===== config.mk =====
export PLATFORM = sky130hd
export DESIGN_NAME = nmrb_cell
export DESIGN_NICKNAME = d
export VERILOG_FILES = /design/src/nmrb_pkg.sv /design/src/nmrb_cell.sv
export SDC_FILE = /design/constraint.sdc
export NUM_CORES = 1
export LEC_CHECK = 0
export BUFFER_PORTS_ARGS = -buffer_cell sky130_fd_sc_hd__clkbuf_2
export CAP_MARGIN = 20
export CORE_AREA = 2 2 177 179
export CTS_CLUSTER_SIZE = 8
export DETAILED_ROUTE_END_ITERATION = 10
export DIE_AREA = 0 0 179 181
export PLACE_DENSITY = 0.69
export RECOVER_POWER = 100
export SLEW_MARGIN = 15
export SYNTH_ARGS = -nofsm -noshare
export SYNTH_HDL_FRONTEND = slang
export SYNTH_SLANG_ARGS = --single-unit
export TNS_END_PERCENT = 50

===== constraint.sdc =====
create_clock -name clk -period 1 [get_ports clk]
set_input_delay 0.2 -clock clk [delete_from_list [all_inputs] [get_ports clk]]
set_output_delay 0.2 -clock clk [all_outputs]
set_load 0.02 [all_outputs]

===== src/nmrb_pkg.sv =====
// ----------------------------------------------------------------------------
// nmrb_pkg: shared constants for the nearest marker range and bearing block
// Widths that do not vary, register indexes, angle constants and the CORDIC
// arctangent table.
// ----------------------------------------------------------------------------
`default_nettype none

package nmrb_pkg;

    localparam int ID_W      = 16;
    localparam int ANGLE_W   = 16;
    localparam int Z_W       = 32;
    localparam int CFG_IDX_W = 3;
    localparam int PRESCALE  = 8;
    localparam int ATAN_ENTRIES = 24;

    localparam logic [CFG_IDX_W-1:0] CFG_ROBOT_X   = 3'd0;
    localparam logic [CFG_IDX_W-1:0] CFG_ROBOT_Y   = 3'd1;
    localparam logic [CFG_IDX_W-1:0] CFG_HEADING   = 3'd2;
    localparam logic [CFG_IDX_W-1:0] CFG_MAX_RANGE = 3'd3;

    localparam logic [Z_W-1:0] ANGLE_QUARTER       = 32'h4000_0000;
    localparam logic [Z_W-1:0] ANGLE_THREE_QUARTER = 32'hC000_0000;
    localparam logic [Z_W-1:0] ROUND_HALF          = 32'h0000_8000;

    // atan(2^-i) as a 32-bit binary angle, rounded to nearest.
    function automatic logic [Z_W-1:0] nmrb_atan(input int step);
        logic [Z_W-1:0] val;
        case (step)
            0:       val = 32'h20000000;
            1:       val = 32'h12E4051E;
            2:       val = 32'h09FB385B;
            3:       val = 32'h051111D4;
            4:       val = 32'h028B0D43;
            5:       val = 32'h0145D7E1;
            6:       val = 32'h00A2F61E;
            7:       val = 32'h00517C55;
            8:       val = 32'h0028BE53;
            9:       val = 32'h00145F2F;
            10:      val = 32'h000A2F98;
            11:      val = 32'h000517CC;
            12:      val = 32'h00028BE6;
            13:      val = 32'h000145F3;
            14:      val = 32'h0000A2FA;
            15:      val = 32'h0000517D;
            16:      val = 32'h000028BE;
            17:      val = 32'h0000145F;
            18:      val = 32'h00000A30;
            19:      val = 32'h00000518;
            20:      val = 32'h0000028C;
            21:      val = 32'h00000146;
            22:      val = 32'h000000A3;
            23:      val = 32'h00000051;
            default: val = '0;
        endcase
        return val;
    endfunction

endpackage

`default_nettype wire


===== src/nmrb_cell.sv =====
// ----------------------------------------------------------------------------
// nmrb_cell: one CORDIC vectoring step
// Rotates the vector toward the x axis by atan(2^-STEP), accumulates the
// angle and carries the marker data alongside to the next cell.
// ----------------------------------------------------------------------------
`default_nettype none

module nmrb_cell
    import nmrb_pkg::*;
#(
    parameter int CW   = 35,
    parameter int SB_W = 121,
    parameter int STEP = 0
)
(
    input  wire logic                 clk,
    input  wire logic                 rst_n,
    input  wire logic                 advance,
    input  wire logic                 in_valid,
    input  wire logic signed [CW-1:0] in_x,
    input  wire logic signed [CW-1:0] in_y,
    input  wire logic [Z_W-1:0]       in_z,
    input  wire logic [SB_W-1:0]      in_sb,
    output logic                      out_valid,
    output logic signed [CW-1:0]      out_x,
    output logic signed [CW-1:0]      out_y,
    output logic [Z_W-1:0]            out_z,
    output logic [SB_W-1:0]           out_sb
);
    localparam logic [Z_W-1:0] ATAN = nmrb_atan(STEP);

    logic                 valid_reg;
    logic signed [CW-1:0] x_reg;
    logic signed [CW-1:0] y_reg;
    logic [Z_W-1:0]       z_reg;
    logic [SB_W-1:0]      sb_reg;
    logic signed [CW-1:0] x_next;
    logic signed [CW-1:0] y_next;
    logic [Z_W-1:0]       z_next;
    logic signed [CW-1:0] xs;
    logic signed [CW-1:0] ys;

    always_comb
    begin
        xs = in_x >>> STEP;
        ys = in_y >>> STEP;
        // A vector on or above the axis turns clockwise.
        if (!in_y[CW-1])
        begin
            x_next = in_x + ys;
            y_next = in_y - xs;
            z_next = in_z + ATAN;
        end
        else
        begin
            x_next = in_x - ys;
            y_next = in_y + xs;
            z_next = in_z - ATAN;
        end
    end

    always_ff @(posedge clk or negedge rst_n)
    begin
        if (!rst_n)
        begin
            valid_reg <= 1'b0;
        end
        else if (advance)
        begin
            valid_reg <= in_valid;
        end
    end

    always_ff @(posedge clk)
    begin
        if (advance)
        begin
            x_reg  <= x_next;
            y_reg  <= y_next;
            z_reg  <= z_next;
            sb_reg <= in_sb;
        end
    end

    assign out_valid = valid_reg;
    assign out_x     = x_reg;
    assign out_y     = y_reg;
    assign out_z     = z_reg;
    assign out_sb    = sb_reg;

endmodule

`default_nettype wire


==> metrics.md <==
| Metric | Value |
|---|---|
| Synth Register Bits | `223` |
| Maximum VDD drop | `1.192 mV` |
| Hold_ws | `0.04750 ns` |
| Post-synthesis area per instance | `10.99 µm²` |
| Biggest cell delay along the critical path | `0.53 ns` |
| Port bufs | `450` |
| Setup CP Type | `in -> reg` |
| Hold Path Class | `in -> reg` |
| Setup-failing EPs final | `513` |
| Minimum clock period | `2.610 ns` |
| Internal reg-to-reg setup slack | `-0.03 ns` |
| Core footprint | `30350 µm²` |
| Seq/Total Area, Yosys | `52.24%` |
| Cells after DPL | `2351` |
| Area grow syn2layout | `86.99%` |
| Routed WL per cell | `25.94 µm` |
| DRC errors left | `0` |
| Unique masters post-synth | `65` |
| CTS Buf Count | `34` |
| Slowest CP cell | `or4_4` |
| Clock tree buffer depth | `3` |
| Clock slew at reported path FFs | `0.06 ns` |
| Top Family by Delay on Critical Path | `simple AND/OR/NAND/NOR gates` |
| Fraction of layout cells with a size suffix above 1 | `50.47%` |
| Max transition margin | `25.40%` |
| Leading cell types in the layout, fill and taps excluded | `buf_4 (389), clkbuf_2 (286), edfxtp_1 (222), dlygate4sd3_1 (153), buf_6 (103)` |
| I/O Pins | `451` |
| FF-to-FF path depth | `1` |
| Placed inst area | `18730 µm²` |
| Count of final max-slew check failures | `0` |
| Die W | `179 µm` |
| Top-area cell type share of the netlist area | `52.05%` |
| Mapped cell area | `12810 µm²` |
| Failing checks | `setup timing` |
| Via density | `5.670` |
| Die Footprint | `32400 µm²` |
| CP startpoint | `in_x[3]` |
| Largest net degree at the start of global routing | `37` |
| Most area-consuming cells after synthesis | `edfxtp_1 (52%), ha_1 (10%), a21oi_1 (4.6%), xnor2_1 (4.0%), inv_1 (3.1%)` |
| Outcome | `finished with violations` |
| Hold Path Depth | `2` |
| Post-Syn Instances | `1165` |
| Fin worst setup slack | `-1.610 ns` |
| Latest clock arrival within the worst-skew pair | `0.50 ns` |
| Fin crit share | `261.0%` |
| Fill cell count | `1805` |
| Final net count | `2539` |
| Die Ht | `181 µm` |
| Ys Warns | `0` |
| Worst path arrival time | `2.85 ns` |
| DR pass1 iterations | `8` |
| Initial DRC count | `1627` |
| Htree depth | `2` |
| CP cell instances | `clkbuf_2, ha_2, or4_4, o211a_4, or4_4, a21oi_4, a31oi_4, a211oi_4, buf_6, o21ai_1, nor4bb_1` |
| Vias | `14820` |
| F_max | `0.3832 GHz` |
| Design Power | `35690 µW` |
| Clk_skew | `0 ns` |
| Number of cells on the critical path | `11` |
| Worst path required time | `1.24 ns` |
| Initial Util | `42.20%` |
| Kind of end point of the critical path | `register` |
| Power Density | `1490 nW/µm²` |
| RSZ-0062 raised after global routing | `yes` |
| Post-synth top flop | `edfxtp_1` |
| CTS Sinks | `223` |
| Max Cap Violations | `0` |
| CP max FO | `4` |
| Least-Margin Pin Slew | `1.119 ns` |
| Static Leakage | `0.01063 µW` |
| Row count | `64` |
| Final hold vios | `0` |
| Commonest non-fill, non-tap cell in the layout | `buf_4` |
| CTS root buffer | `clkbuf_16` |
| Post-DRT Antenna Nets | `0` |
| Worst Setup Start Kind | `primary input` |
| Most common cell on crit path | `or4_4` |
| Global placement routability congestion | `0.9663` |
| Initial antenna violation count | `3` |
| Vias in the first global route | `14620` |
| Worst reg2reg path endpoint | `out_valid$_DFFE_PN0P_` |
| Synth async-reset ratio | `0.4484%` |
| Remaining Overflow, GRT | `0` |
| RR Startpoint | `out_valid$_DFFE_PN0P_` |
| Design area | `23950 µm²` |
| Total track usage | `37.76%` |
| Post-synth EDFFs | `222` |
| First-pass GRT wire length | `90320 µm` |
| CTS tree | `done` |
| Syn Nets | `1498` |
| Post-synth top area cell | `edfxtp_1` |
| Final wirelength | `67810 µm` |
| TNS Setup | `-167.15 ns` |
| Detail Placement HPWL | `44520 µm` |
| CP Capture Point | `out_y[33]$_DFFE_PP_` |
| Layout Cells excl Fill | `2614` |
| Number of buffers and inverters on the critical path | `2` |
-- how the worst min path moves through the flow --
stage	startpoint	to	slack (ns)
detailed placement	rst_n	out_valid$_DFFE_PN0P_	-0.02
finish	in_x[34]	out_x[34]$_DFFE_PP_	0.05
global route	rst_n	out_valid$_DFFE_PN0P_	0.05
CTS	in_x[34]	out_x[34]$_DFFE_PP_	0.03
global placement	rst_n	out_valid$_DFFE_PN0P_	-0.02
floorplan	rst_n	out_valid$_DFFE_PN0P_	-0.1
-- per-stage QoR --
step | setup WS, ns | util [%]
final | -1.610 | 78.92
after global routing | -1.712 | 78.92
after CTS | -1.587 | 75.31
after detailed placement | -2.235 | 61.73
after global placement | -2.153 | 61.73
after floorplan | -1.799 | -
-- logic make-up (layout without fill, tap and decap cells) --
logic type | count (synthesis) | count (layout) | share of synthesized area [%]
buf+inv | 163 | 1215 | 4.835
mux | 18 | 18 | 1.416
xor+xnor | 66 | 66 | 4.513
fa+ha+maj | 106 | 106 | 10.59
compound gates | 347 | 347 | 17.35
other cells | 0 | 1 | 0
simple gates | 242 | 242 | 9.056
flops | 223 | 223 | 52.24
-- final cells by class --
cell class | instances | area, µm² | share of cell area [%]
antenna | 1 | 2.502 | 0.01045
clock buffer | 42 | 880.8 | 3.678
clock inverter | 5 | 45.04 | 0.1881
inverter | 112 | 479.2 | 2.001
multi-input combinational | 779 | 6917 | 28.88
sequential | 223 | 6691 | 27.94
tap | 396 | 495.5 | 2.069
timing repair buffer | 1056 | 8439 | 35.24
-- routing by layer --
metal / vias to the layer above / part of all wire (%) / global-route usage, % / wire length (µm)
met5: - / 0.040 / 0.1543 / 27
met4: 4 / 9.2 / 26.57 / 6209
met3: 359 / 11 / 8.775 / 7405
met2: 1067 / 43 / 56.22 / 29150
met1: 7047 / 37 / 48.22 / 25010
li1: 6344 / - / - / -
-- cell usage after synthesis, types with 3 or more instances --
master,number
fa_1,4
nor2_1,88
o22ai_1,4
mux2i_1,17
a2111oi_0,5
nor4_1,7
o21ba_2,3
a21boi_0,4
a31oi_1,16
o221ai_1,5
ha_1,102
o21bai_1,21
o31ai_1,7
clkbuf_1,37
nand2b_1,11
a211o_1,6
o31a_1,4
buf_2,3
nor3_1,29
buf_1,10
a211oi_1,14
nand3_1,18
nand2_1,40
or3_1,5
o21ai_0,75
o2111ai_1,3
edfxtp_1,222
nand4_1,11
o21a_1,10
a21o_1,16
xor2_1,8
or4_1,4
inv_1,107
clkinv_1,5
o211ai_1,9
a21oi_1,117
xnor2_1,58
a221oi_1,8
nor2b_1,11
or2_2,7
-- power by group --
part           switching (µW)  internal, µW  total [µW]
combinational            6940          5970       12900
sequential                570         11600       12200
clock                    4440          6170       10600
-- sequential cells by signal (all words and copies together) (netlist names) --
signal,flops
out_x,35
out_valid,1
out_z,32
out_y,34
out_sb,121
-- timing repair --
| item | 4_1_cts | 5_1_grt |
|---|---|---|
| gates resized for setup | 318 | 358 |
| pin swaps | 97 | 121 |
| hold buffers | 153 | 0 |
| hold endpoints to repair | 153 | 0 |
| setup endpoints to repair | 291 | 294 |
| setup buffers | 48 | 40 |
Power figures use the tool's default switching activity.
