$ cat src/nmrb_pkg.sv
// ----------------------------------------------------------------------------
// nmrb_pkg: shared constants for the nearest marker range and bearing block
// Widths that do not vary, register indexes, angle constants and the CORDIC
// arctangent table.
// ----------------------------------------------------------------------------
`default_nettype none

package nmrb_pkg;

    localparam int ID_W      = 16;
    localparam int ANGLE_W   = 16;
    localparam int Z_W       = 32;
    localparam int CFG_IDX_W = 3;
    localparam int PRESCALE  = 8;
    localparam int ATAN_ENTRIES = 24;

    localparam logic [CFG_IDX_W-1:0] CFG_ROBOT_X   = 3'd0;
    localparam logic [CFG_IDX_W-1:0] CFG_ROBOT_Y   = 3'd1;
    localparam logic [CFG_IDX_W-1:0] CFG_HEADING   = 3'd2;
    localparam logic [CFG_IDX_W-1:0] CFG_MAX_RANGE = 3'd3;

    localparam logic [Z_W-1:0] ANGLE_QUARTER       = 32'h4000_0000;
    localparam logic [Z_W-1:0] ANGLE_THREE_QUARTER = 32'hC000_0000;
    localparam logic [Z_W-1:0] ROUND_HALF          = 32'h0000_8000;

    // atan(2^-i) as a 32-bit binary angle, rounded to nearest.
    function automatic logic [Z_W-1:0] nmrb_atan(input int step);
        logic [Z_W-1:0] val;
        case (step)
            0:       val = 32'h20000000;
            1:       val = 32'h12E4051E;
            2:       val = 32'h09FB385B;
            3:       val = 32'h051111D4;
            4:       val = 32'h028B0D43;
            5:       val = 32'h0145D7E1;
            6:       val = 32'h00A2F61E;
            7:       val = 32'h00517C55;
            8:       val = 32'h0028BE53;
            9:       val = 32'h00145F2F;
            10:      val = 32'h000A2F98;
            11:      val = 32'h000517CC;
            12:      val = 32'h00028BE6;
            13:      val = 32'h000145F3;
            14:      val = 32'h0000A2FA;
            15:      val = 32'h0000517D;
            16:      val = 32'h000028BE;
            17:      val = 32'h0000145F;
            18:      val = 32'h00000A30;
            19:      val = 32'h00000518;
            20:      val = 32'h0000028C;
            21:      val = 32'h00000146;
            22:      val = 32'h000000A3;
            23:      val = 32'h00000051;
            default: val = '0;
        endcase
        return val;
    endfunction

endpackage

`default_nettype wire

$ cat src/nmrb_in_if.sv
// ----------------------------------------------------------------------------
// nmrb_in_if: marker input channel
// Valid/ready channel that carries one marker per beat.
// ----------------------------------------------------------------------------
`default_nettype none

interface nmrb_in_if
    import nmrb_pkg::*;
#(
    parameter int POS_BITS = 24
);
    logic                       valid;
    logic                       ready;
    logic [ID_W-1:0]            marker_id;
    logic signed [POS_BITS-1:0] marker_x;
    logic signed [POS_BITS-1:0] marker_y;
    logic                       scan_end;

    modport source (output valid, marker_id, marker_x, marker_y, scan_end, input ready);
    modport sink   (input valid, marker_id, marker_x, marker_y, scan_end, output ready);
endinterface

`default_nettype wire

$ cat src/nmrb_front.sv
// ----------------------------------------------------------------------------
// nmrb_front: offset, squared distance and CORDIC pre-rotation
// Three registered steps: offset from the robot, squares and quadrant
// pre-rotation, then the distance sum and the range compare.
// ----------------------------------------------------------------------------
`default_nettype none

module nmrb_front
    import nmrb_pkg::*;
#(
    parameter int POS_BITS = 24,
    parameter int CW       = 35
)
(
    input  wire logic                        clk,
    input  wire logic                        rst_n,
    input  wire logic                        advance,
    nmrb_in_if.sink                          marker,
    input  wire logic signed [POS_BITS-1:0]  robot_x,
    input  wire logic signed [POS_BITS-1:0]  robot_y,
    input  wire logic [POS_BITS-2:0]         max_range,
    output logic                             out_valid,
    output logic signed [CW-1:0]             out_x,
    output logic signed [CW-1:0]             out_y,
    output logic [Z_W-1:0]                   out_z,
    output logic [ID_W-1:0]                  out_id,
    output logic                             out_last,
    output logic signed [POS_BITS:0]         out_dx,
    output logic signed [POS_BITS:0]         out_dy,
    output logic [2*POS_BITS+1:0]            out_dist,
    output logic                             out_inr,
    output logic                             out_zero
);
    localparam int OW = POS_BITS + 1;
    localparam int DW = 2 * POS_BITS + 2;
    localparam int RW = 2 * POS_BITS - 2;

    // Offset step
    logic                  a_valid_reg;
    logic [ID_W-1:0]       a_id_reg;
    logic                  a_last_reg;
    logic signed [OW-1:0]  a_dx_reg;
    logic signed [OW-1:0]  a_dy_reg;

    // Square and pre-rotation step
    logic                  b_valid_reg;
    logic [ID_W-1:0]       b_id_reg;
    logic                  b_last_reg;
    logic signed [OW-1:0]  b_dx_reg;
    logic signed [OW-1:0]  b_dy_reg;
    logic [DW-1:0]         b_sqx_reg;
    logic [DW-1:0]         b_sqy_reg;
    logic signed [CW-1:0]  b_x_reg;
    logic signed [CW-1:0]  b_y_reg;
    logic [Z_W-1:0]        b_z_reg;
    logic                  b_zero_reg;

    // Distance step
    logic                  c_valid_reg;
    logic [ID_W-1:0]       c_id_reg;
    logic                  c_last_reg;
    logic signed [OW-1:0]  c_dx_reg;
    logic signed [OW-1:0]  c_dy_reg;
    logic [DW-1:0]         c_dist_reg;
    logic                  c_inr_reg;
    logic signed [CW-1:0]  c_x_reg;
    logic signed [CW-1:0]  c_y_reg;
    logic [Z_W-1:0]        c_z_reg;
    logic                  c_zero_reg;

    logic [RW-1:0]         rsq_reg;
    logic [RW-1:0]         rsq_prod;
    logic signed [OW-1:0]  dx_diff;
    logic signed [OW-1:0]  dy_diff;
    logic signed [2*OW-1:0] sqx_prod;
    logic signed [2*OW-1:0] sqy_prod;
    logic signed [CW-1:0]  ax;
    logic signed [CW-1:0]  ay;
    logic signed [CW-1:0]  rot_x;
    logic signed [CW-1:0]  rot_y;
    logic [Z_W-1:0]        rot_z;
    logic [DW-1:0]         dist_sum;

    assign marker.ready = advance;

    always_comb
    begin
        dx_diff  = {marker.marker_x[POS_BITS-1], marker.marker_x}
                 - {robot_x[POS_BITS-1], robot_x};
        dy_diff  = {marker.marker_y[POS_BITS-1], marker.marker_y}
                 - {robot_y[POS_BITS-1], robot_y};
        rsq_prod = max_range * max_range;
        sqx_prod = a_dx_reg * a_dx_reg;
        sqy_prod = a_dy_reg * a_dy_reg;
        ax = {{(CW-OW-PRESCALE){a_dx_reg[OW-1]}}, a_dx_reg, {PRESCALE{1'b0}}};
        ay = {{(CW-OW-PRESCALE){a_dy_reg[OW-1]}}, a_dy_reg, {PRESCALE{1'b0}}};
        // Vectors in the left half-plane are turned by a quarter turn first.
        if (ax < 0)
        begin
            if (ay >= 0)
            begin
                rot_x = ay;
                rot_y = -ax;
                rot_z = ANGLE_QUARTER;
            end
            else
            begin
                rot_x = -ay;
                rot_y = ax;
                rot_z = ANGLE_THREE_QUARTER;
            end
        end
        else
        begin
            rot_x = ax;
            rot_y = ay;
            rot_z = '0;
        end
        dist_sum = b_sqx_reg + b_sqy_reg;
    end

    always_ff @(posedge clk or negedge rst_n)
    begin
        if (!rst_n)
        begin
            a_valid_reg <= 1'b0;
            b_valid_reg <= 1'b0;
            c_valid_reg <= 1'b0;
            rsq_reg     <= '0;
        end
        else
        begin
            rsq_reg <= rsq_prod;
            if (advance)
            begin
                a_valid_reg <= marker.valid;
                b_valid_reg <= a_valid_reg;
                c_valid_reg <= b_valid_reg;
            end
        end
    end

    always_ff @(posedge clk)
    begin
        if (advance)
        begin
            a_id_reg   <= marker.marker_id;
            a_last_reg <= marker.scan_end;
            a_dx_reg   <= dx_diff;
            a_dy_reg   <= dy_diff;

            b_id_reg   <= a_id_reg;
            b_last_reg <= a_last_reg;
            b_dx_reg   <= a_dx_reg;
            b_dy_reg   <= a_dy_reg;
            b_sqx_reg  <= DW'(sqx_prod);
            b_sqy_reg  <= DW'(sqy_prod);
            b_x_reg    <= rot_x;
            b_y_reg    <= rot_y;
            b_z_reg    <= rot_z;
            b_zero_reg <= (a_dx_reg == '0) && (a_dy_reg == '0);

            c_id_reg   <= b_id_reg;
            c_last_reg <= b_last_reg;
            c_dx_reg   <= b_dx_reg;
            c_dy_reg   <= b_dy_reg;
            c_dist_reg <= dist_sum;
            c_inr_reg  <= dist_sum <= DW'(rsq_reg);
            c_x_reg    <= b_x_reg;
            c_y_reg    <= b_y_reg;
            c_z_reg    <= b_z_reg;
            c_zero_reg <= b_zero_reg;
        end
    end

    assign out_valid = c_valid_reg;
    assign out_x     = c_x_reg;
    assign out_y     = c_y_reg;
    assign out_z     = c_z_reg;
    assign out_id    = c_id_reg;
    assign out_last  = c_last_reg;
    assign out_dx    = c_dx_reg;
    assign out_dy    = c_dy_reg;
    assign out_dist  = c_dist_reg;
    assign out_inr   = c_inr_reg;
    assign out_zero  = c_zero_reg;

endmodule

`default_nettype wire

$ cat src/flat_wrapper.sv
// flat-port wrapper written by rule: the top's interface ports become plain ports
module nmrb_front_flat import nmrb_pkg::*;
#(
    parameter int POS_BITS = 24,
    parameter int CW       = 35
)
  (clk, rst_n, advance, robot_x, robot_y, max_range, out_valid, out_x, out_y, out_z, out_id, out_last, out_dx, out_dy, out_dist, out_inr, out_zero, marker_valid, marker_marker_id, marker_marker_x, marker_marker_y, marker_scan_end, marker_ready);
  nmrb_in_if #(.POS_BITS(POS_BITS)) marker_i ();
  input  wire logic clk;
  input  wire logic rst_n;
  input  wire logic advance;
  input  wire logic signed [POS_BITS-1:0] robot_x;
  input  wire logic signed [POS_BITS-1:0] robot_y;
  input  wire logic [POS_BITS-2:0] max_range;
  output logic out_valid;
  output logic signed [CW-1:0] out_x;
  output logic signed [CW-1:0] out_y;
  output logic [Z_W-1:0] out_z;
  output logic [ID_W-1:0] out_id;
  output logic out_last;
  output logic signed [POS_BITS:0] out_dx;
  output logic signed [POS_BITS:0] out_dy;
  output logic [2*POS_BITS+1:0] out_dist;
  output logic out_inr;
  output logic out_zero;
  input wire logic [$bits(marker_i.valid)-1:0] marker_valid;
  input wire logic [$bits(marker_i.marker_id)-1:0] marker_marker_id;
  input wire logic [$bits(marker_i.marker_x)-1:0] marker_marker_x;
  input wire logic [$bits(marker_i.marker_y)-1:0] marker_marker_y;
  input wire logic [$bits(marker_i.scan_end)-1:0] marker_scan_end;
  output wire logic [$bits(marker_i.ready)-1:0] marker_ready;
  assign marker_i.valid = marker_valid;
  assign marker_i.marker_id = marker_marker_id;
  assign marker_i.marker_x = marker_marker_x;
  assign marker_i.marker_y = marker_marker_y;
  assign marker_i.scan_end = marker_scan_end;
  assign marker_ready = marker_i.ready;
  nmrb_front #(.POS_BITS(POS_BITS), .CW(CW)) u_core (.clk(clk), .rst_n(rst_n), .advance(advance), .marker(marker_i), .robot_x(robot_x), .robot_y(robot_y), .max_range(max_range), .out_valid(out_valid), .out_x(out_x), .out_y(out_y), .out_z(out_z), .out_id(out_id), .out_last(out_last), .out_dx(out_dx), .out_dy(out_dy), .out_dist(out_dist), .out_inr(out_inr), .out_zero(out_zero));
endmodule
$ cat config.mk
export PLATFORM = sky130hd
export DESIGN_NAME = nmrb_front_flat
export DESIGN_NICKNAME = d
export VERILOG_FILES = /design/src/nmrb_pkg.sv /design/src/nmrb_in_if.sv /design/src/nmrb_front.sv /design/src/flat_wrapper.sv
export SDC_FILE = /design/constraint.sdc
export NUM_CORES = 2
export LEC_CHECK = 0
export ABC_AREA = 1
export BUFFER_PORTS_ARGS = -buffer_cell sky130_fd_sc_hd__buf_2
export CORE_UTILIZATION = 65
export CTS_CLUSTER_SIZE = 8
export DETAILED_ROUTE_END_ITERATION = 6
export PLACE_DENSITY = 0.83
export RECOVER_POWER = 50
export SYNTH_ARGS = -nofsm -noshare
export SYNTH_HDL_FRONTEND = slang
export SYNTH_SLANG_ARGS = --single-unit
$ cat constraint.sdc
create_clock -name clk -period 7.9 [get_ports clk]
set_input_delay 0.395 -clock clk [delete_from_list [all_inputs] [get_ports clk]]
set_output_delay 0.395 -clock clk [all_outputs]
set_load 0.1 [all_outputs]
==> run_results.csv <==
group,metric,value,unit
grt,antenna_found_initial,6,
final_layout,layoutNonFillerInstCount,10985,
cts,cts_tree,"built",
yosys,ys_seq_area_share,18.3,%
sta,period_share,97.7,%
sta,slew-limit-headroom,-201,%
sta,skew,0.0405,ns
grt,grt_pass1_wl,353000,um
final_layout,largest_reg_flops,50,
critical_path,arrival,8.10,ns
sta,fmaxAchievable,130,MHz
floorplan,initial_core_util,65.6,%
sta,setup_viol,0,
critical_path,crit_path_start_kind,"flop",
sta,tightest_slew,4.52,ns
floorplan,coreArea,0.126,mm2
final_layout,syn_to_final_growth,6.98,%
grt,grt_max_degree,194,
yosys,synthesis.area,0.0825,mm2
floorplan,pin_count,363,
routing,drtAntennaViolNets,0,
final_layout,layout-drive-gt1-share,6.68,%
critical_path,critical_path_class,"reg2reg",
placed_design,dp_cells,10857,
yosys,yosysWarnings,0,
floorplan,rows,130,
cts,worstSkewPairLatency,0.68,ns
run,max_cap_viol_count,5,
routing,wl_per_cell,20.3,um
final_layout,fill_cells,9396,
cts,clkSinkCount,510,
sta,min_period,7.72,ns
yosys,syn_area_per_cell,9.17,um2
critical_path,worstSetupStartpoint,"u_core.a_dx_reg[20]$_DFFE_PP_",
yosys,synthDistinctLibCells,68,
placed_design,port_buffers,316,
routing,viasPerCell,5.54,
cts,htree_num_levels,3,
routing,routed_wl,223000,um
critical_path,ff2ff_setup_slack,0.18,ns
final_layout,final_util,70.2,%
critical_path,critPathCaptureType,"flop",
grt,grt_pass1_vias,65489,
routing,drc,0,
cts,clk_pin_slew_worst_paths,0.05,ns
floorplan,die_w,358,um
floorplan,dieArea,0.128,mm2
cts,cts.repair.resized,0,
grt,gr-total-overflow,0,
yosys,syn_inst,9000,
critical_path,crit_required,8.28,ns
outcome,violations,"max-capacitance violations, max-slew violations",
sta,grt_setup_unrepaired,"false",
sta,maxSlewViolCount,524,
placed_design,hpwlAfterDp,187000,um
final_layout,nNetsFinal,11670,
critical_path,reg2reg_from,"u_core.a_dx_reg[20]$_DFFE_PP_",
cts,clock_path_buffers,3,
hold_path,hp-class,"in2reg",
yosys,synth_edf_count,462,
yosys,synth_flop_cell,"edfxtp_1",
hold_path,hold_path_startpoint,"robot_x[0]",
placed_design,gp_congestion,1.02,
sta,holdWs,0.144,ns
routing,routed-via-count,60814,
floorplan,chipHeight,358,um
outcome,outcome,"complete, but fails checks",
sta,tns,0,ns
critical_path,cp_max_fo,16,
routing,drtIter0Drc,5367,
cts,clockRootBuffer,"clkbuf_16",
sta,hold_violations,0,
cts,cts_buffers,76,
grt,grtUsageTotal,36.1,%
yosys,ys_async_sr_fraction,9.41,%
routing,drtPass1Iterations,6,
yosys,ys_ff_latch,510,
==> synth_stat cells (8+ instances only) <==
library cell	n	area [um2]
o21bai_1	43	323
xnor2_1	98	858
ha_1	625	7820
nor2_1	436	1640
xor2_1	179	1570
o21a_1	21	158
nand2_2	27	169
a31oi_1	46	288
a21oi_2	13	114
edfxtp_1	462	13900
a21oi_1	308	1540
o21ai_0	190	951
nand2_1	1504	5650
nor3_1	42	210
o221ai_1	16	140
buf_1	63	236
nor2_2	11	68.8
nand4_1	35	219
buf_4	48	360
inv_2	12	45.0
nand3_1	145	726
fa_1	1601	32100
a21o_1	35	263
nor4_1	13	81.3
buf_2	13	65.1
o21ai_1	24	120
o21ai_2	13	114
inv_1	2679	10100
clkbuf_1	136	510
dfrtp_1	48	1200
a21boi_0	8	60.1
==> worst max-delay path, cell delays in order, from the launching register on <==
cell      delay [ns]
edfxtp_1        0.79
clkbuf_1        0.96
nand2_1         0.19
fa_1            0.58
inv_1           0.09
fa_1            0.50
fa_1            0.57
fa_1            0.45
fa_1            0.52
fa_1            0.42
fa_1            0.46
ha_1            0.36
a21oi_1         0.23
inv_1           0.06
a31oi_1         0.28
o21ai_0         0.21
a21oi_1         0.18
nand3_2         0.20
nand2_1         0.11
nand2_1         0.06
xor2_1          0.17
==> layout by cell type, fill, tap and decap left out, types with 21 or more instances in the layout <==
cell / n
inv_1: 2679
fa_1: 1601
nand2_1: 1504
ha_1: 625
edfxtp_1: 462
nor2_1: 436
buf_2: 312
a21oi_1: 308
o21ai_0: 194
xor2_1: 179
nand3_1: 145
xnor2_1: 98
buf_4: 88
clkbuf_16: 76
conb_1: 48
dfrtp_1: 48
a31oi_1: 46
o21bai_1: 43
nor3_1: 42
clkbuf_1: 38
a21o_1: 35
nand4_1: 35
nand2_2: 27
o21ai_1: 22
o21a_1: 21
==> cells by family after synthesis <==
| kind of cell | after synthesis | share of synthesized area [%] |
|---|---|---|
| compound gates | 762 | 5.48 |
| xor+xnor | 277 | 2.94 |
| fa+ha+maj | 2226 | 48.3 |
| buf+inv | 2956 | 13.7 |
| flops | 510 | 18.3 |
| mux | 2 | 0.0258 |
| other cells | 1 | 0.00454 |
| simple gates | 2266 | 11.3 |
==> stage by stage <==
stage	setup slack (ns)	cell area (um2)
final	0.179	88300
after global routing	0.0560	88300
after global placement	0.579	86000
after CTS	0.460	88400
after floorplan	1.01	82700
after detailed placement	0.478	86000
==> per-layer routing <==
layer	routed length, um	vias to the layer above	track usage, %
met2	105000	2914	58.6
met4	9730	6	14.0
met3	20200	555	7.15
met1	88200	30213	48.1
met5	36	-	0
li1	-	27126	-
==> layout make-up <==
| class | instances | area [um2] | share of cell area (%) |
|---|---|---|---|
| antenna | 2 | 5.00 | 0.00567 |
| clock buffer | 94 | 1970 | 2.23 |
| clock inverter | 13 | 230 | 0.261 |
| inverter | 2692 | 10100 | 11.4 |
| multi-input combinational | 5581 | 56300 | 63.8 |
| sequential | 510 | 15100 | 17.1 |
| tap | 1650 | 2060 | 2.34 |
| timing repair buffer | 443 | 2540 | 2.87 |
==> final timing paths <==
check,end,depth (start not counted)
max in group asynchronous,u_core.rsq_reg[23]$_DFF_PN0_,2
hold / removal,u_core.a_dx_reg[0]$_DFFE_PP_,3
hold reg to reg,u_core.out_dy[17]$_DFFE_PP_,0
setup / recovery,u_core.b_sqx_reg[42]$_DFFE_PP_,20
min in group asynchronous,u_core.out_valid$_DFFE_PN0P_,2
setup reg to reg,u_core.b_sqx_reg[42]$_DFFE_PP_,20
==> timing repair <==
| item | in CTS | in global routing |
|---|---|---|
| hold buffers | 19 | 0 |
| endpoints found under the hold margin | 66 | 0 |
| setup buffers | 0 | 0 |
Power is left out: the tool's default activity adds up to more than one toggle a clock period on the data nets, which glitch-free logic cannot reach.
