**config.mk**
```make
export PLATFORM = sky130hd
export DESIGN_NAME = nmrb_track_flat
export DESIGN_NICKNAME = d
export VERILOG_FILES = /design/src/nmrb_pkg.sv /design/src/nmrb_out_if.sv /design/src/nmrb_track.sv /design/src/flat_wrapper.sv
export SDC_FILE = /design/constraint.sdc
export NUM_CORES = 1
export LEC_CHECK = 0
export ABC_CLOCK_PERIOD_IN_PS = 9230
export BUFFER_PORTS_ARGS = -buffer_cell sky130_fd_sc_hd__buf_2
export CORE_UTILIZATION = 54
export CTS_CLUSTER_DIAMETER = 150
export CTS_CLUSTER_SIZE = 25
export DETAILED_ROUTE_END_ITERATION = 10
export HOLD_SLACK_MARGIN = 0.02
export PLACE_DENSITY_LB_ADDON = 0.05
export SYNTH_ARGS = -nofsm -noshare
export SYNTH_HDL_FRONTEND = slang
export SYNTH_SLANG_ARGS = --single-unit
```
**constraint.sdc**
```tcl
create_clock -name clk -period 9.23 [get_ports clk]
set_clock_uncertainty 0.05 [all_clocks]
set_input_delay 1.846 -clock clk [delete_from_list [all_inputs] [get_ports clk]]
set_output_delay 1.846 -clock clk [all_outputs]
set_load 0.01 [all_outputs]
```
**src/nmrb_pkg.sv**
```systemverilog
// ----------------------------------------------------------------------------
// nmrb_pkg: shared constants for the nearest marker range and bearing block
// Widths that do not vary, register indexes, angle constants and the CORDIC
// arctangent table.
// ----------------------------------------------------------------------------
`default_nettype none

package nmrb_pkg;

    localparam int ID_W      = 16;
    localparam int ANGLE_W   = 16;
    localparam int Z_W       = 32;
    localparam int CFG_IDX_W = 3;
    localparam int PRESCALE  = 8;
    localparam int ATAN_ENTRIES = 24;

    localparam logic [CFG_IDX_W-1:0] CFG_ROBOT_X   = 3'd0;
    localparam logic [CFG_IDX_W-1:0] CFG_ROBOT_Y   = 3'd1;
    localparam logic [CFG_IDX_W-1:0] CFG_HEADING   = 3'd2;
    localparam logic [CFG_IDX_W-1:0] CFG_MAX_RANGE = 3'd3;

    localparam logic [Z_W-1:0] ANGLE_QUARTER       = 32'h4000_0000;
    localparam logic [Z_W-1:0] ANGLE_THREE_QUARTER = 32'hC000_0000;
    localparam logic [Z_W-1:0] ROUND_HALF          = 32'h0000_8000;

    // atan(2^-i) as a 32-bit binary angle, rounded to nearest.
    function automatic logic [Z_W-1:0] nmrb_atan(input int step);
        logic [Z_W-1:0] val;
        case (step)
            0:       val = 32'h20000000;
            1:       val = 32'h12E4051E;
            2:       val = 32'h09FB385B;
            3:       val = 32'h051111D4;
            4:       val = 32'h028B0D43;
            5:       val = 32'h0145D7E1;
            6:       val = 32'h00A2F61E;
            7:       val = 32'h00517C55;
            8:       val = 32'h0028BE53;
            9:       val = 32'h00145F2F;
            10:      val = 32'h000A2F98;
            11:      val = 32'h000517CC;
            12:      val = 32'h00028BE6;
            13:      val = 32'h000145F3;
            14:      val = 32'h0000A2FA;
            15:      val = 32'h0000517D;
            16:      val = 32'h000028BE;
            17:      val = 32'h0000145F;
            18:      val = 32'h00000A30;
            19:      val = 32'h00000518;
            20:      val = 32'h0000028C;
            21:      val = 32'h00000146;
            22:      val = 32'h000000A3;
            23:      val = 32'h00000051;
            default: val = '0;
        endcase
        return val;
    endfunction

endpackage

`default_nettype wire

```
**src/nmrb_out_if.sv**
```systemverilog
// ----------------------------------------------------------------------------
// nmrb_out_if: result output channel
// Valid/ready channel that carries one marker result per beat.
// ----------------------------------------------------------------------------
`default_nettype none

interface nmrb_out_if
    import nmrb_pkg::*;
#(
    parameter int POS_BITS = 24
);
    logic                       valid;
    logic                       ready;
    logic [ID_W-1:0]            echo_id;
    logic                       in_range;
    logic signed [POS_BITS:0]   offset_x;
    logic signed [POS_BITS:0]   offset_y;
    logic signed [ANGLE_W-1:0]  bearing;
    logic                       last_flag;
    logic                       closest_found;
    logic [ID_W-1:0]            closest_id;
    logic signed [POS_BITS:0]   closest_x;
    logic signed [POS_BITS:0]   closest_y;
    logic signed [ANGLE_W-1:0]  closest_bearing;

    modport source (
        output valid, echo_id, in_range, offset_x, offset_y, bearing, last_flag,
               closest_found, closest_id, closest_x, closest_y, closest_bearing,
        input  ready
    );
    modport sink (
        input  valid, echo_id, in_range, offset_x, offset_y, bearing, last_flag,
               closest_found, closest_id, closest_x, closest_y, closest_bearing,
        output ready
    );
endinterface

`default_nettype wire

```
**src/nmrb_track.sv**
```systemverilog
// ----------------------------------------------------------------------------
// nmrb_track: bearing rounding, nearest marker search and output register
// Finishes the bearing, keeps the nearest in-range marker of the scan and
// holds the result beat until it is taken.
// ----------------------------------------------------------------------------
`default_nettype none

module nmrb_track
    import nmrb_pkg::*;
#(
    parameter int POS_BITS = 24
)
(
    input  wire logic                        clk,
    input  wire logic                        rst_n,
    input  wire logic                        in_valid,
    input  wire logic [Z_W-1:0]              in_z,
    input  wire logic [ID_W-1:0]             in_id,
    input  wire logic                        in_last,
    input  wire logic signed [POS_BITS:0]    in_dx,
    input  wire logic signed [POS_BITS:0]    in_dy,
    input  wire logic [2*POS_BITS+1:0]       in_dist,
    input  wire logic                        in_inr,
    input  wire logic                        in_zero,
    input  wire logic [ANGLE_W-1:0]          heading,
    output logic                             advance,
    nmrb_out_if.source                       result
);
    localparam int OW = POS_BITS + 1;
    localparam int DW = 2 * POS_BITS + 2;

    logic                 best_valid_reg;
    logic [ID_W-1:0]      best_id_reg;
    logic [DW-1:0]        best_dist_reg;
    logic signed [OW-1:0] best_dx_reg;
    logic signed [OW-1:0] best_dy_reg;
    logic [ANGLE_W-1:0]   best_angle_reg;

    logic                 best_valid_next;
    logic [ID_W-1:0]      best_id_next;
    logic [DW-1:0]        best_dist_next;
    logic signed [OW-1:0] best_dx_next;
    logic signed [OW-1:0] best_dy_next;
    logic [ANGLE_W-1:0]   best_angle_next;

    logic                 out_valid_reg;
    logic [ID_W-1:0]      echo_id_reg;
    logic                 in_range_reg;
    logic signed [OW-1:0] offset_x_reg;
    logic signed [OW-1:0] offset_y_reg;
    logic [ANGLE_W-1:0]   bearing_reg;
    logic                 last_flag_reg;
    logic                 closest_found_reg;
    logic [ID_W-1:0]      closest_id_reg;
    logic signed [OW-1:0] closest_x_reg;
    logic signed [OW-1:0] closest_y_reg;
    logic [ANGLE_W-1:0]   closest_bearing_reg;

    logic [Z_W-1:0]       round_sum;
    logic [ANGLE_W-1:0]   raw_angle;
    logic [ANGLE_W-1:0]   angle;
    logic                 take;
    logic                 report;

    assign advance = !out_valid_reg || result.ready;

    always_comb
    begin
        round_sum = in_z + ROUND_HALF;
        // A marker at the robot position has a raw angle of zero.
        raw_angle = in_zero ? '0 : round_sum[Z_W-1 -: ANGLE_W];
        angle     = raw_angle - heading;

        // Only a strictly smaller distance replaces the current nearest marker.
        take = in_valid && in_inr && (!best_valid_reg || (in_dist < best_dist_reg));
        if (take)
        begin
            best_valid_next = 1'b1;
            best_id_next    = in_id;
            best_dist_next  = in_dist;
            best_dx_next    = in_dx;
            best_dy_next    = in_dy;
            best_angle_next = angle;
        end
        else
        begin
            best_valid_next = best_valid_reg;
            best_id_next    = best_id_reg;
            best_dist_next  = best_dist_reg;
            best_dx_next    = best_dx_reg;
            best_dy_next    = best_dy_reg;
            best_angle_next = best_angle_reg;
        end
        report = in_last && best_valid_next;
    end

    always_ff @(posedge clk or negedge rst_n)
    begin
        if (!rst_n)
        begin
            out_valid_reg  <= 1'b0;
            best_valid_reg <= 1'b0;
        end
        else if (advance)
        begin
            out_valid_reg <= in_valid;
            if (in_valid)
            begin
                best_valid_reg <= in_last ? 1'b0 : best_valid_next;
            end
        end
    end

    always_ff @(posedge clk)
    begin
        if (advance && in_valid)
        begin
            best_id_reg    <= best_id_next;
            best_dist_reg  <= best_dist_next;
            best_dx_reg    <= best_dx_next;
            best_dy_reg    <= best_dy_next;
            best_angle_reg <= best_angle_next;

            echo_id_reg         <= in_id;
            in_range_reg        <= in_inr;
            offset_x_reg        <= in_dx;
            offset_y_reg        <= in_dy;
            bearing_reg         <= angle;
            last_flag_reg       <= in_last;
            closest_found_reg   <= report;
            closest_id_reg      <= report ? best_id_next : '0;
            closest_x_reg       <= report ? best_dx_next : '0;
            closest_y_reg       <= report ? best_dy_next : '0;
            closest_bearing_reg <= report ? best_angle_next : '0;
        end
    end

    assign result.valid           = out_valid_reg;
    assign result.echo_id         = echo_id_reg;
    assign result.in_range        = in_range_reg;
    assign result.offset_x        = offset_x_reg;
    assign result.offset_y        = offset_y_reg;
    assign result.bearing         = bearing_reg;
    assign result.last_flag       = last_flag_reg;
    assign result.closest_found   = closest_found_reg;
    assign result.closest_id      = closest_id_reg;
    assign result.closest_x       = closest_x_reg;
    assign result.closest_y       = closest_y_reg;
    assign result.closest_bearing = closest_bearing_reg;

endmodule

`default_nettype wire

```
**src/flat_wrapper.sv**
```systemverilog
// flat-port wrapper written by rule: the top's interface ports become plain ports
module nmrb_track_flat import nmrb_pkg::*;
#(
    parameter int POS_BITS = 24
)
  (clk, rst_n, in_valid, in_z, in_id, in_last, in_dx, in_dy, in_dist, in_inr, in_zero, heading, advance, result_valid, result_echo_id, result_in_range, result_offset_x, result_offset_y, result_bearing, result_last_flag, result_closest_found, result_closest_id, result_closest_x, result_closest_y, result_closest_bearing, result_ready);
  nmrb_out_if #(.POS_BITS(POS_BITS)) result_i ();
  input  wire logic clk;
  input  wire logic rst_n;
  input  wire logic in_valid;
  input  wire logic [Z_W-1:0] in_z;
  input  wire logic [ID_W-1:0] in_id;
  input  wire logic in_last;
  input  wire logic signed [POS_BITS:0] in_dx;
  input  wire logic signed [POS_BITS:0] in_dy;
  input  wire logic [2*POS_BITS+1:0] in_dist;
  input  wire logic in_inr;
  input  wire logic in_zero;
  input  wire logic [ANGLE_W-1:0] heading;
  output logic advance;
  output wire logic [$bits(result_i.valid)-1:0] result_valid;
  output wire logic [$bits(result_i.echo_id)-1:0] result_echo_id;
  output wire logic [$bits(result_i.in_range)-1:0] result_in_range;
  output wire logic [$bits(result_i.offset_x)-1:0] result_offset_x;
  output wire logic [$bits(result_i.offset_y)-1:0] result_offset_y;
  output wire logic [$bits(result_i.bearing)-1:0] result_bearing;
  output wire logic [$bits(result_i.last_flag)-1:0] result_last_flag;
  output wire logic [$bits(result_i.closest_found)-1:0] result_closest_found;
  output wire logic [$bits(result_i.closest_id)-1:0] result_closest_id;
  output wire logic [$bits(result_i.closest_x)-1:0] result_closest_x;
  output wire logic [$bits(result_i.closest_y)-1:0] result_closest_y;
  output wire logic [$bits(result_i.closest_bearing)-1:0] result_closest_bearing;
  input wire logic [$bits(result_i.ready)-1:0] result_ready;
  assign result_valid = result_i.valid;
  assign result_echo_id = result_i.echo_id;
  assign result_in_range = result_i.in_range;
  assign result_offset_x = result_i.offset_x;
  assign result_offset_y = result_i.offset_y;
  assign result_bearing = result_i.bearing;
  assign result_last_flag = result_i.last_flag;
  assign result_closest_found = result_i.closest_found;
  assign result_closest_id = result_i.closest_id;
  assign result_closest_x = result_i.closest_x;
  assign result_closest_y = result_i.closest_y;
  assign result_closest_bearing = result_i.closest_bearing;
  assign result_i.ready = result_ready;
  nmrb_track #(.POS_BITS(POS_BITS)) u_core (.clk(clk), .rst_n(rst_n), .in_valid(in_valid), .in_z(in_z), .in_id(in_id), .in_last(in_last), .in_dx(in_dx), .in_dy(in_dy), .in_dist(in_dist), .in_inr(in_inr), .in_zero(in_zero), .heading(heading), .advance(advance), .result(result_i));
endmodule
```
==> metrics.log, run 1 <==
[metrics] result of the run: completed
[metrics] type of origin of the critical path: input pin
[metrics] sum of negative setup slack: 0 ps
[metrics] Placeable Area: 26000 sq um
[metrics] clock buffers created by TritonCTS: 16
[metrics] adder and majority cell fraction of the synthesized area: 5.94%
[metrics] standby leakage power: roughly 6.8 nW
[metrics] Period minus WS final: 5220 ps
[metrics] YS warnings: 0
[metrics] number of clock sinks: 301
[metrics] main combinational cell family by area after synthesis: multiplexers
[metrics] clock group share of total power: between 20% and 30%
[metrics] cell chosen for the clock root: sky130_fd_sc_hd__clkbuf_16
[metrics] crit end category: flop
[metrics] number of violations reported at the end of detailed-routing iteration 0: about 570
[metrics] H-tree lvl count: 1
[metrics] overall routed net length: 27.0 mm
[metrics] fraction of layout instances using a drive strength above 1: about a third
[metrics] Placement Cell Area: approximately 16000 sq um
[metrics] fraction of power consumed by combinational cells: 16.4%
[metrics] net count reported at finish: 1583
[metrics] vias in the first global route: around 8000
[metrics] synthesized-area fraction occupied by xor and xnor cells: under 10%
[metrics] post-synthesis register bit count: 301
[metrics] final hold violations: 0
[metrics] fraction of the cycle the final worst path needs: 56.6%
[metrics] post-CTS setup repair buffer count: 0
[metrics] met2 layer usage reported by global route: 31.5%
[metrics] Critical Path RT: 9440 ps
[metrics] Max transition margin: 26.6%
[metrics] biggest fanout along the worst timing path: 50
[metrics] commonest non-fill, non-tap cell in the layout: sky130_fd_sc_hd__buf_2
[metrics] Worst Path Class, Setup: input pin to flop
[metrics] CP Data Arrival Time: about 5400 ps
[metrics] maximum number of pins on one net before global-route repair: 201
[metrics] Pre-antenna DRT Iters: 5
[metrics] multiplexer share of the synthesized area: 12.2%
[metrics] clock slew at the register clock pins of the worst setup and hold paths: 100 ps
[metrics] height of the die: 164 um
[metrics] met1 capacity usage during global routing: 26.1%
[metrics] most frequent cells in the layout: 324 x sky130_fd_sc_hd__buf_2, 299 x sky130_fd_sc_hd__edfxtp_1, 185 x sky130_fd_sc_hd__nand2_1, 82 x sky130_fd_sc_hd__mux2_2, 80 x sky130_fd_sc_hd__mux2i_1
[metrics] max-slew violation total from the final report: 0
[metrics] post-DR vias/cell: ~5.3
[metrics] internal reg-to-reg setup slack: around 5100 ps
[metrics] DR vias: between 8000 and 9000
[metrics] async set-reset flop share out of synthesis: 0.664%
[metrics] hold bufs inserted after CTS: 0
[metrics] post-synthesis compound-gate area fraction: 4.90%
[metrics] Finish-stage setup viols: 0
[metrics] Tightest Pin Transition: between 1000 and 1500 ps
[metrics] Reg power frac: between 50% and 60%
[metrics] IO Port Bufs: 324
[metrics] routed wirelength normalized by instance count: 16.0 um
[metrics] residual DRC count: 0
[metrics] number of gates resized after cts: 0
[metrics] Design Area, Final: ~17000 sq um
[metrics] share of the yosys chip area belonging to registers: 63.4%
[metrics] Mapped Nets: 1275
[metrics] layer with the highest usage: met2
[metrics] Post-Syn Area: 14200 sq um
[metrics] Pwr Density: about 180 nW/um^2
[metrics] classification of the worst-slack hold path: flop to flop
[metrics] TritonCTS clock tree: built
[metrics] Cell Rows: 59
[metrics] initial antenna violation count: 1
[metrics] Post-synth top flop: sky130_fd_sc_hd__edfxtp_1
[metrics] top-level port count: 340
[metrics] Achievable Freq: 191 MHz
[metrics] Maximum Capacitance Violations: 0
[metrics] Layout area overhead: 15.8%
[metrics] number of flip-flops under the largest register name: 50
[metrics] met3 track utilization from global routing: under 10%
[metrics] count of antenna-violating nets left after detailed routing: 0
[metrics] peak supply drop: 180 uV
[metrics] setup repair after global routing missed its margin: false
[metrics] initial core utilization: 54.8%
[metrics] number of distinct standard cells referenced by the synthesized netlist: 51
[metrics] number of synthesized flops with an enable pin: 299
[metrics] switching fraction of total power: 25.0%
[metrics] internal cell power: 2.20 mW
[metrics] horizontal die dimension: 164 um
[metrics] wire length of the first global-routing pass: 41.1 mm
[metrics] GP Congestion: 0.809
[metrics] leftover overflow at the end of global routing: 0
[metrics] clock latency reported for the late side of the worst-skew pair: 500 ps
[metrics] synthesized-area fraction occupied by and/or/nand/nor cells: 7.93%
[metrics] syn avg cell area: 13.7 sq um
[metrics] DP Wirelength: between 15 and 20 mm
[metrics] net load switching power: 0.732 mW
[metrics] synthesized netlist cell count: 1037
[metrics] Tot GR Track Use: 19.3%
[metrics] buffers from clock root to sink, at most: 3
[metrics] Total Die Area: 27000 sq um
-- stage by stage --
stage	worst slack, ps	power [mW]	utilization, %	hold WS (ps)	std cells
floorplan	626	2.06	-	491	1037
global placement	3520	2.17	61.6	511	1662
detailed placement	3480	2.19	61.6	519	1662
CTS	4010	2.96	63.5	542	1687
global route	3840	3.06	63.5	555	1688
finish	4010	2.93	63.5	540	1689
-- final timing paths --
check,startpoint,end,cells past startpoint
max,in_dist[23],u_core.best_dy_reg[16]$_DFFE_PP_,10
min,u_core.best_angle_reg[11]$_DFFE_PP_,u_core.best_angle_reg[11]$_DFFE_PP_,1
max reg2reg,u_core.best_dist_reg[23]$_DFFE_PP_,u_core.best_dy_reg[16]$_DFFE_PP_,10
min reg2reg,u_core.best_angle_reg[11]$_DFFE_PP_,u_core.best_angle_reg[11]$_DFFE_PP_,1
max in group asynchronous,rst_n,u_core.result.valid$_DFFE_PN0N_,1
min in group asynchronous,rst_n,u_core.best_valid_reg$_DFFE_PN0P_,1
-- synth_stat cells (2+ instances only) --
cell type	number	area, sq um
sky130_fd_sc_hd__nor2_1	25	93.8
sky130_fd_sc_hd__and3_1	2	12.5
sky130_fd_sc_hd__and4_1	5	43.8
sky130_fd_sc_hd__nand2_1	185	694
sky130_fd_sc_hd__o21a_1	7	52.6
sky130_fd_sc_hd__o311ai_0	3	26.3
sky130_fd_sc_hd__edfxtp_1	299	8980
sky130_fd_sc_hd__mux2_2	82	923
sky130_fd_sc_hd__or2_2	2	12.5
sky130_fd_sc_hd__and2_1	4	25.0
sky130_fd_sc_hd__mux2i_1	80	801
sky130_fd_sc_hd__xor2_1	8	70.1
sky130_fd_sc_hd__o31a_1	2	17.5
sky130_fd_sc_hd__buf_12	8	160
sky130_fd_sc_hd__nand2b_1	6	37.5
sky130_fd_sc_hd__o211ai_1	5	37.5
sky130_fd_sc_hd__nor2b_1	4	25.0
sky130_fd_sc_hd__nor3_1	2	10.0
sky130_fd_sc_hd__ha_1	66	826
sky130_fd_sc_hd__xnor2_1	11	96.3
sky130_fd_sc_hd__o21ai_0	21	105
sky130_fd_sc_hd__a31oi_1	2	12.5
sky130_fd_sc_hd__dfrtp_1	2	50.1
sky130_fd_sc_hd__a211o_1	6	52.6
sky130_fd_sc_hd__a21oi_1	28	140
sky130_fd_sc_hd__a21o_1	17	128
sky130_fd_sc_hd__inv_1	78	293
sky130_fd_sc_hd__clkbuf_1	21	78.8
sky130_fd_sc_hd__nand4_1	9	56.3
sky130_fd_sc_hd__o2111ai_1	2	17.5
sky130_fd_sc_hd__buf_6	9	101
sky130_fd_sc_hd__a211oi_1	3	22.5
sky130_fd_sc_hd__nand3_1	9	45.0
sky130_fd_sc_hd__or3_1	7	43.8
-- power by group through the flow --
stage                     clock network (mW)  logic (mW)  registers (mW)
final                                  0.775       0.480            1.67
after global routing                   0.837       0.536            1.68
after CTS                              0.800       0.487            1.67
after detailed placement                   0       0.486            1.70
after global placement                     0       0.475            1.70
after floorplan                            0       0.311            1.74
-- area by class of cell --
| cell class | count | area, sq um |
|---|---|---|
| Sequential cell | 301 | 9030 |
| Clock buffer | 24 | 452 |
| Inverter | 78 | 295 |
| Fill cell | 2030 | 9480 |
| Multi-Input combinational cell | 619 | 4590 |
| Antenna cell | 2 | 5.00 |
| Timing Repair Buffer | 329 | 1680 |
| Clock inverter | 1 | 30.0 |
| Tap cell | 335 | 419 |
-- cell families (layout without fill, tap and decap cells) --
| kind of cell | after synthesis | count (layout) |
|---|---|---|
| adder cells (fa/ha/maj) | 67 | 67 |
| AND/OR/NAND/NOR | 264 | 264 |
| AO/OA/AOI/OAI | 106 | 106 |
| buffers and inverters | 117 | 432 |
| other | 0 | 2 |
| flip-flops | 301 | 301 |
| XOR/XNOR | 19 | 19 |
| multiplexers | 163 | 163 |
-- metal layers --
layer  vias to the layer above  share of wire (%)
li1                       4389                  -
met2                       215                 47
met4                         0                2.2
met5                         -                  0
met1                      4242                 44
met3                        30                6.9
-- worst max-delay path: stages --
cell	delay (ps)
sky130_fd_sc_hd__buf_2	100
sky130_fd_sc_hd__ha_1	290
sky130_fd_sc_hd__a21o_1	150
sky130_fd_sc_hd__a21o_1	180
sky130_fd_sc_hd__a221o_1	340
sky130_fd_sc_hd__a211o_1	290
sky130_fd_sc_hd__a41o_1	300
sky130_fd_sc_hd__a21oi_4	740
sky130_fd_sc_hd__buf_4	720
sky130_fd_sc_hd__mux2_2	410
Note: power is estimated with default switching activity, not from simulation.
==> run 2: changes to the inputs <==
ABC_CLOCK_PERIOD_IN_PS = 5250   (was 9230)
clock period = 5.25 ns   (was 9.23 ns; I/O delays follow)
==> metrics.log, run 2 (synthesized netlist as in run 1, its figures left out) <==
[metrics] number of flip-flops under the largest register name: 50
[metrics] hold bufs inserted after CTS: 0
[metrics] cell chosen for the clock root: sky130_fd_sc_hd__clkbuf_16
[metrics] Tightest Pin Transition: 774 ps
[metrics] max-slew violation total from the final report: 0
[metrics] switching fraction of total power: between 20% and 30%
[metrics] horizontal die dimension: 164 um
[metrics] final hold violations: 0
[metrics] DR vias: between 8000 and 9000
[metrics] commonest non-fill, non-tap cell in the layout: sky130_fd_sc_hd__buf_2
[metrics] Critical Path RT: 5470 ps
[metrics] fraction of power consumed by combinational cells: 16.6%
[metrics] number of violations reported at the end of detailed-routing iteration 0: 619
[metrics] peak supply drop: 355 uV
[metrics] vias in the first global route: about 8400
[metrics] initial core utilization: 54.8%
[metrics] IO Port Bufs: 324
[metrics] result of the run: completed
[metrics] clock slew at the register clock pins of the worst setup and hold paths: 100 ps
[metrics] most frequent cells in the layout: 324 x sky130_fd_sc_hd__buf_2, 299 x sky130_fd_sc_hd__edfxtp_1, 185 x sky130_fd_sc_hd__nand2_1, 82 x sky130_fd_sc_hd__mux2_2, 80 x sky130_fd_sc_hd__mux2i_1
[metrics] Reg power frac: 57.0%
[metrics] routed wirelength normalized by instance count: between 15 and 20 um
[metrics] internal cell power: slightly below 4 mW
[metrics] overall power of the completed layout: 5.16 mW
[metrics] number of gates resized after cts: 0
[metrics] net load switching power: 1.29 mW
[metrics] residual DRC count: 0
[metrics] fraction of the cycle the final worst path needs: 75.6%
[metrics] setup repair after global routing missed its margin: false
[metrics] height of the die: 164 um
[metrics] top-level port count: 340
[metrics] clock buffers created by TritonCTS: 16
[metrics] Max transition margin: between 40% and 50%
[metrics] Maximum Capacitance Violations: 0
[metrics] H-tree lvl count: 1
[metrics] crit end category: flop
[metrics] overall routed net length: 27.6 mm
[metrics] sum of negative setup slack: 0 ps
[metrics] wire length of the first global-routing pass: 42.5 mm
[metrics] Layout area overhead: 16.3%
[metrics] post-DR vias/cell: 5.27
[metrics] DP Wirelength: 19.4 mm
[metrics] Pre-antenna DRT Iters: 5
[metrics] Cell Rows: 59
[metrics] biggest fanout along the worst timing path: 9
[metrics] Tot GR Track Use: 20.0%
[metrics] DP Cell Count: 1664
[metrics] Pwr Density: ~310 nW/um^2
[metrics] count of antenna-violating nets left after detailed routing: 0
[metrics] buffers from clock root to sink, at most: 3
[metrics] maximum number of pins on one net before global-route repair: 97
[metrics] share of the core filled with cells in the final layout: 63.8%
[metrics] post-CTS setup repair buffer count: 0
[metrics] TritonCTS clock tree: built
[metrics] fraction of layout instances using a drive strength above 1: 32.3%
[metrics] net count reported at finish: 1585
[metrics] type of origin of the critical path: input pin
[metrics] Placeable Area: 26000 sq um
[metrics] Period minus WS final: 3970 ps
[metrics] clock group share of total power: 26.4%
[metrics] GP Congestion: approximately 0.8
[metrics] number of clock sinks: between 300 and 400
[metrics] initial antenna violation count: 5
[metrics] count of non-filler cells in the finished layout: 1691
[metrics] Finish-stage setup viols: 0
[metrics] clock latency reported for the late side of the worst-skew pair: 500 ps
[metrics] leftover overflow at the end of global routing: 0
[metrics] CP Data Arrival Time: 4180 ps
[metrics] classification of the worst-slack hold path: input pin to async pin
[metrics] standby leakage power: 6.83 nW
[metrics] Total Die Area: around 27000 sq um
[metrics] Achievable Freq: 252 MHz
[metrics] Worst Path Class, Setup: input pin to flop
==> run 2: per-layer routing <==
| layer | global-route usage [%] | vias up | wire, um |
|---|---|---|---|
| met5 | 0 | - | 33 |
| met2 | 34.1 | 233 | 13600 |
| met4 | 4.21 | 6 | 465 |
| met3 | 5.32 | 31 | 2070 |
| met1 | 25.7 | 4267 | 11500 |
| li1 | - | 4381 | - |
==> run 2: power groups by stage <==
stage | combinational [mW] | sequential (mW) | clock [mW]
global placement | 0.843 | 2.99 | 0
CTS | 0.868 | 2.94 | 1.41
global route | 0.954 | 2.96 | 1.48
floorplan | 0.547 | 3.05 | 0
finish | 0.856 | 2.94 | 1.36
detailed placement | 0.864 | 2.99 | 0
==> run 2: through the flow <==
stage / cell area (sq um) / worst slack, ps / hold slack (ps)
4_1_cts: 16600 / 1310 / 236
5_1_grt: 16600 / 921 / 237
6_report: 16600 / 1280 / 249
3_5_place_dp: 16100 / 757 / 519
2_1_floorplan: 14200 / 349 / 491
3_3_place_gp: 16100 / 858 / 511
==> run 2: cell type report <==
class | count | area [sq um]
Antenna cell | 2 | 5.00
Clock buffer | 24 | 452
Clock inverter | 1 | 30.0
Fill cell | 2080 | 9420
Inverter | 78 | 295
Multi-Input combinational cell | 619 | 4590
Sequential cell | 301 | 9030
Tap cell | 335 | 419
Timing Repair Buffer | 331 | 1750
==> run 2: worst paths after layout <==
| check | end | from | slack (ps) | cells past startpoint |
|---|---|---|---|---|
| max | u_core.best_angle_reg[13]$_DFFE_PP_ | in_z[15] | 1280 | 15 |
| min | u_core.best_valid_reg$_DFFE_PN0P_ | rst_n | 250 | 1 |
| max reg2reg | u_core.best_dist_reg[22]$_DFFE_PP_ | u_core.best_dist_reg[23]$_DFFE_PP_ | 1810 | 10 |
| min reg2reg | u_core.best_dy_reg[10]$_DFFE_PP_ | u_core.best_dy_reg[10]$_DFFE_PP_ | 540 | 1 |
| max in group asynchronous | u_core.result.valid$_DFFE_PN0N_ | rst_n | 4800 | 1 |
| min in group clk | u_core.best_dy_reg[10]$_DFFE_PP_ | u_core.best_dy_reg[10]$_DFFE_PP_ | 540 | 1 |
==> run 2: critical path, cell delays in order <==
cell and delay, ps:
sky130_fd_sc_hd__buf_2 90, sky130_fd_sc_hd__ha_1 170, sky130_fd_sc_hd__nand3_1 160, sky130_fd_sc_hd__or3_1 480
sky130_fd_sc_hd__or3_1 340, sky130_fd_sc_hd__a21oi_1 200, sky130_fd_sc_hd__ha_1 290, sky130_fd_sc_hd__nand2_1 100
sky130_fd_sc_hd__nor2_1 60, sky130_fd_sc_hd__a31oi_1 180, sky130_fd_sc_hd__o21ai_0 180, sky130_fd_sc_hd__o21ai_0 270
sky130_fd_sc_hd__xor2_1 250, sky130_fd_sc_hd__inv_1 80, sky130_fd_sc_hd__mux2_2 270
